--- config.mk ---
export PLATFORM = sky130hd
export DESIGN_NAME = wmm_cell
export DESIGN_NICKNAME = d
export VERILOG_FILES = /design/src/hw/rtl/window_max_minus_min_3x3_assert.svh /design/src/hw/rtl/wmm_pkg.sv /design/src/hw/rtl/wmm_cell.sv
export SDC_FILE = /design/constraint.sdc
export NUM_CORES = 1
export LEC_CHECK = 0
export BUFFER_PORTS_ARGS = -buffer_cell sky130_fd_sc_hd__buf_2
export CAP_MARGIN = 20
export CORE_UTILIZATION = 43
export DETAILED_ROUTE_END_ITERATION = 8
export PLACE_DENSITY = 0.9
export SYNTH_ARGS = -nofsm -noshare
export SYNTH_HDL_FRONTEND = slang
export SYNTH_SLANG_ARGS = --single-unit
--- constraint.sdc ---
create_clock -name clk -period 2.6 [get_ports clk]
set_input_delay 0.52 -clock clk [delete_from_list [all_inputs] [get_ports clk]]
set_output_delay 0.52 -clock clk [all_outputs]
set_load 0.02 [all_outputs]
--- src/hw/rtl/window_max_minus_min_3x3_assert.svh ---
// Assertion macros shared by the window gradient RTL.
// Expects clk and rst_n in scope at the point of use.
`ifndef WINDOW_MAX_MINUS_MIN_3X3_ASSERT_SVH
`define WINDOW_MAX_MINUS_MIN_3X3_ASSERT_SVH

// Same-cycle implication, disabled during reset.
`define WMM_ASSERT_NOW(lbl, ante, cons, msg) \
  lbl: assert property (@(posedge clk) disable iff (!rst_n) (ante) |-> (cons)) \
    else $error(msg);

// Next-cycle implication, disabled during reset.
`define WMM_ASSERT_NEXT(lbl, ante, cons, msg) \
  lbl: assert property (@(posedge clk) disable iff (!rst_n) (ante) |=> (cons)) \
    else $error(msg);

`endif

--- src/hw/rtl/wmm_pkg.sv ---
// Shared types, constants and helpers for the 3x3 window gradient block.
// No dependencies; imported by the interfaces, wmm_cell and the top module.
`default_nettype none

package wmm_pkg;

  localparam int PIX_W      = 8;
  localparam int LINE_DEPTH = 1024;
  localparam int ROW_DEPTH  = 1024;
  localparam int COL_W      = $clog2(LINE_DEPTH);
  localparam int ROW_W      = $clog2(ROW_DEPTH);
  localparam int CFG_W      = 11;
  localparam int MIN_SIZE   = 3;
  localparam int REG_IDX_W  = 1;

  localparam logic [REG_IDX_W-1:0] REG_WIDTH  = 1'b0;
  localparam logic [REG_IDX_W-1:0] REG_HEIGHT = 1'b1;

  // Max and min of a group of samples.
  typedef struct packed {
    logic [PIX_W-1:0] hi;
    logic [PIX_W-1:0] lo;
  } span_t;

  function automatic span_t span3(input logic [PIX_W-1:0] a, input logic [PIX_W-1:0] b,
                                  input logic [PIX_W-1:0] c);
    span_t s;
    s.hi = (a > b) ? a : b;
    s.hi = (c > s.hi) ? c : s.hi;
    s.lo = (a < b) ? a : b;
    s.lo = (c < s.lo) ? c : s.lo;
    return s;
  endfunction

  // Clamp a size register to [MIN_SIZE, depth] and return the last index.
  function automatic logic [CFG_W-1:0] last_index(input logic [CFG_W-1:0] v,
                                                  input logic [CFG_W-1:0] depth);
    logic [CFG_W-1:0] lim;
    if (v < CFG_W'(MIN_SIZE)) begin
      lim = CFG_W'(MIN_SIZE);
    end else if (v > depth) begin
      lim = depth;
    end else begin
      lim = v;
    end
    return lim - CFG_W'(1);
  endfunction

endpackage

`default_nettype wire

--- src/hw/rtl/wmm_cell.sv ---
// One window column cell: stores a column's max/min, hands it to the next
// cell on each shift and folds it into the running window span. Uses wmm_pkg.
`default_nettype none

module wmm_cell import wmm_pkg::*; (
  input  wire logic  clk,
  input  wire logic  rst_n,
  input  wire logic  shift,
  input  wire span_t col_in,
  input  wire span_t acc_in,
  output span_t      col_out,
  output span_t      acc_out
);

  span_t col_r;

  always_ff @(posedge clk) begin
    if (!rst_n) begin
      col_r <= '0;
    end else if (shift) begin
      col_r <= col_in;
    end
  end

  assign col_out    = col_r;
  assign acc_out.hi = (col_r.hi > acc_in.hi) ? col_r.hi : acc_in.hi;
  assign acc_out.lo = (col_r.lo < acc_in.lo) ? col_r.lo : acc_in.lo;

endmodule

`default_nettype wire

### Yosys cells after proc, flatten, opt, wreduce, memory -nomap -nowiden

Cells that the tools add are included.

| storage, ports and cells | value |
|---|---|
| flip-flop bits (word level) | 16 |
| latch bits | 0 |
| memory bits (writable) | 0 |
| ROM bits | 0 |
| input port bits | 35 |
| output and inout port bits | 32 |
| logic and storage cells | 6 |
| memories kept | 0 |

| operators by class | value |
|---|---|
| add/sub/neg operators | 0 |
| multiply operators | 0 |
| div/mod/pow operators | 0 |
| magnitude comparators | 2 |
| eq/ne operators | 0 |
| shift operators | 0 |
| muxes and demuxes | 2 |
| bitwise gates (word level) | 0 |
| reductions and logical operators | 0 |

Operator list:

| kind | count |
|---|---|
| 8-bit 2-to-1 mux | 2 |
| 8-bit > comparator | 1 |
| 8-bit less-than comparator | 1 |

### Logic depth before layout (Yosys ltp)

| depth | value |
|---|---|
| depth in word-level cells | 2 |
| depth in mapped cells | 7 |
| depth with buffers taken out | 7 |

### Worst setup path before layout

Ideal clock, no wire load.

| path | value |
|---|---|
| path kind | input-to-output |
| start | input acc_in[9] (netlist name) |
| end | output acc_out[10] (netlist name) |
| arrival time | 1.998 ns |
| data required time | 2.080 ns |
| slack | 0.082 ns |
| cell stages on the path | 7 |
| buffers on the path | 0 |
| path through | inv_1 > ha_1 > nor2b_1 > o211ai_1 > a21oi_1 > o32ai_4 > mux2_2 |

RTL lines:

| item | line | RTL |
|---|---|---|
| start: declaration | wmm_cell.sv:10 | `input wire span_t acc_in,` |
| end: declaration | wmm_cell.sv:12 | `output span_t acc_out` |

==> metrics.md <==
| Metric | Value |
|---|---|
| Number of clock buffers inserted by TritonCTS | 3 |
| Unrepaired setup endpoints after global routing | yes |
| Number of DRC violations after detailed routing | 0 |
| Leakage power | about 0.96 nW |
| H-tree level count | 1 |
| Power density of the placed cells | 410 nW/um2 |
| Ratio of cells with drive above 1 in the final layout | between 50% and 60% |
| Die Span X | around 54 um |
| Final weighted congestion of routability-driven global placement | 0.724 |
| Clock insertion delay at the later pin of the skew report | around 0.28 ns |
| Clock tree buffer depth | 2 |
| Worst-case headroom to the max-slew limit | between 60% and 70% |
| Fraction of the yosys area taken by sequential cells | between 20 and 30% |
| Cell type group with the largest total delay on the critical path | compound AO/OA/AOI/OAI gates |
| Overall die height | around 54 um |
| Number of instances in the synthesized netlist | approximately 120 |
| Final WL | 3020 um |
| Worst endpoint required time | between 2 and 2.5 ns |
| Reg clk slew, reported paths | around 0.090 ns |
| Period minus WS final | approximately 2.8 ns |
| CTS tree | built |
| Number of nets in the layout | approximately 240 |
| Core area | about 2500 um2 |
| Number of failing hold endpoints at the final stage | 0 |
| Nets in the synthesized netlist | ~170 |
| Count of different cell masters after synthesis | 20 |
| Antenna Nets Post-Route | 0 |
| Worst Skew | 0 ns |
| Antenna violations before repair | 0 |
| Worst-case vdd ir drop | between 300 and 400 uV |
| Fmax | 363 MHz |
| Violations in the final reports | setup timing |
| Synth warn | 0 |
| Count of state elements after synthesis | 16 |
| Global-route wire length before repair | about 4200 um |
| Total of buffers placed on input and output ports | 66 |
| Status | finished with violations |
| Total Die Area | slightly below 3000 um2 |
| Count of placed standard cells in the final layout, fillers left out | 217 |
| Row cnt | 18 |
| Arrival time reported for the critical path endpoint | ~2.2 ns |
| Worst Max-Slew Pin Slew | 0.511 ns |
| Antenna Cells | 0 |
| 1st-iter DRT viols | 6 |
| Number of buffers and inverters on the critical path | 4 |
| Number of placed I/O pins | 67 |
| Final max-slew violation count | 0 |
| Crit path capture type | output pin |
| Clock Sink Count | 16 |
| Finish-stage setup viols | 8 |
| Post-Synthesis Cell Area | 1160 um2 |
| R2r setup slk | ~1.8 ns |
| Total number of vias | about 1100 |
| Area growth from synthesis to layout | 48.1% |
| Post-layout worst setup margin | -0.154 ns |
| Fin Hold WS | ~0.49 ns |
| Maximum fanout along the worst path | 7 |
| Fraction of the cycle the final worst path needs | 106% |
| Utilization of the core after routing | 68.2% |
| Half-perimeter wire length of the detailed placement result | roughly 2000 um |
| Remaining global-route overflow | 0 |
| Aggregate global-route resource usage | 20.7% |
| Maximum number of pins on one net before global-route repair | 17 |
| Number of global-route vias before repair | 964 |
| Via count normalized by instance count | approximately 5 |
| Number of flip-flops in the largest register | 16 |
| Syn avg cell area | slightly below 10 um2 |
| Root Buffer | sky130_fd_sc_hd__clkbuf_4 |
| First drt pass iteration count | 4 |
| Sort of element at the start of the critical path | input pin |
| Maximum Capacitance Violations | 0 |
| Post-CTS Hold Buffers | 0 |
| Highest-delay cell along the critical path | sky130_fd_sc_hd__ha_1 |
| Crit Path Class | in2out |
| Cell chain of the critical path | buf_2 > inv_1 > ha_1 > a211oi_2 > nor2_1 > o32ai_4 > buf_6 > mux2_4 > buf_6 |
| Placed instance count | between 200 and 250 |
| Classification of the worst-slack hold path | in2reg |
| Slowest cell delay on critical path | 0.32 ns |
| Mean routed wirelength per cell | between 10 and 15 um |
| Cell repeated most along the worst path | sky130_fd_sc_hd__buf_6 |
| Initial cell density of the core | roughly 46% |
==> cell type report <==
class / count / area, um2
Timing Repair Buffer: 70 / 420
Clock buffer: 3 / 22.5
Multi-Input combinational cell: 83 / 853
Inverter: 15 / 58.8
Sequential cell: 16 / 327
Fill cell: 207 / 803
Tap cell: 30 / 37.5
==> worst register-to-register path: stages (launching register included) <==
cell and delay, ns:
sky130_fd_sc_hd__dfxtp_4 0.36, sky130_fd_sc_hd__buf_4 0.14, sky130_fd_sc_hd__mux2i_1 0.12, sky130_fd_sc_hd__nor2b_1 0.06
==> cells in the mapped netlist <==
master | n | area share [%]
sky130_fd_sc_hd__a211o_1 | 1 | 0.75
sky130_fd_sc_hd__a211oi_1 | 2 | 1.3
sky130_fd_sc_hd__a21oi_1 | 4 | 1.7
sky130_fd_sc_hd__buf_2 | 2 | 0.86
sky130_fd_sc_hd__clkbuf_1 | 1 | 0.32
sky130_fd_sc_hd__dfxtp_1 | 16 | 28
sky130_fd_sc_hd__ha_1 | 15 | 16
sky130_fd_sc_hd__inv_1 | 15 | 4.8
sky130_fd_sc_hd__mux2_2 | 16 | 16
sky130_fd_sc_hd__mux2i_1 | 16 | 14
sky130_fd_sc_hd__nand2_1 | 1 | 0.32
sky130_fd_sc_hd__nand2b_1 | 1 | 0.54
sky130_fd_sc_hd__nand4_1 | 3 | 1.6
sky130_fd_sc_hd__nor2_1 | 2 | 0.65
sky130_fd_sc_hd__nor2b_1 | 17 | 9.2
sky130_fd_sc_hd__o211ai_1 | 1 | 0.65
sky130_fd_sc_hd__o21a_1 | 1 | 0.65
sky130_fd_sc_hd__o21ai_0 | 1 | 0.43
sky130_fd_sc_hd__o21ai_2 | 1 | 0.75
sky130_fd_sc_hd__o32ai_4 | 1 | 2.4
==> cells in the final DEF (no fill, tap or decap) <==
master                     count
sky130_fd_sc_hd__ha_1         14
sky130_fd_sc_hd__nor2b_1      16
sky130_fd_sc_hd__inv_4         1
sky130_fd_sc_hd__o211ai_1      1
sky130_fd_sc_hd__nor2b_4       1
sky130_fd_sc_hd__a211oi_2      2
sky130_fd_sc_hd__o32ai_4       1
sky130_fd_sc_hd__mux2i_1      16
sky130_fd_sc_hd__nand2_1       1
sky130_fd_sc_hd__buf_4         3
sky130_fd_sc_hd__o21ai_0       1
sky130_fd_sc_hd__a211o_1       1
sky130_fd_sc_hd__nand4_1       3
sky130_fd_sc_hd__dfxtp_2       2
sky130_fd_sc_hd__a21oi_2       4
sky130_fd_sc_hd__ha_4          1
sky130_fd_sc_hd__mux2_4        8
sky130_fd_sc_hd__dfxtp_4       1
sky130_fd_sc_hd__dfxtp_1      13
sky130_fd_sc_hd__o21ai_4       1
sky130_fd_sc_hd__buf_2        57
sky130_fd_sc_hd__mux2_2        8
sky130_fd_sc_hd__clkbuf_4      3
sky130_fd_sc_hd__nand2b_1      1
sky130_fd_sc_hd__nor2_1        2
sky130_fd_sc_hd__o21a_1        1
sky130_fd_sc_hd__buf_6        10
sky130_fd_sc_hd__inv_1        14
==> repair_timing <==
action | 4_1_cts | 5_1_grt
setup endpoints to repair | 8 | 16
setup buffers | 1 | 0
gates cloned | 0 | 0
pin swaps | 4 | 6
gates resized for setup | 30 | 12
==> worst paths after layout <==
path | startpoint | endpoint | cells after the start
setup reg to reg | col_out[9]$_SDFFE_PN0P_ | col_out[9]$_SDFFE_PN0P_ | 3
setup / recovery | acc_in[13] | acc_out[11] | 9
hold reg to reg | col_out[13]$_SDFFE_PN0P_ | col_out[13]$_SDFFE_PN0P_ | 2
hold / removal | col_in[0] | col_out[0]$_SDFFE_PN0P_ | 3
==> kinds of logic after synthesis <==
logic type | after synthesis | share of synthesized area [%]
AO/OA/AOI/OAI | 12 | 8.62
adder cells (fa/ha/maj) | 15 | 16.2
buffers and inverters | 18 | 6.03
flip-flops | 16 | 27.6
multiplexers | 32 | 29.3
AND/OR/NAND/NOR | 24 | 12.3
==> stage by stage <==
stage                     worst slack [ns]  TNS (ns)  area [um2]  total power [mW]
after floorplan                     0.0818         0        1160             0.442
after global placement              -0.138     -1.04        1540             0.523
after detailed placement            -0.195     -1.43        1540             0.529
after CTS                           -0.163     -1.24        1680             0.694
after global routing                -0.256     -2.09        1720             0.749
final                               -0.154     -1.11        1720             0.704
==> routing by layer <==
metal,up-vias,global-route usage (%),share of wire (%)
met5,-,0,0
met4,0,8.77,0.40
met3,2,3.11,7.4
met2,56,39.5,51
met1,469,21.9,41
li1,553,-,-
==> power breakdown <==
| part | internal [mW] | leakage (nW) | switching [mW] |
|---|---|---|---|
| logic | 0.151 | 0.808 | 0.150 |
| registers | 0.260 | 0.134 | 0.0156 |
| clock network | 0.0536 | 0.0138 | 0.0747 |
Power figures use the tool's default switching activity.
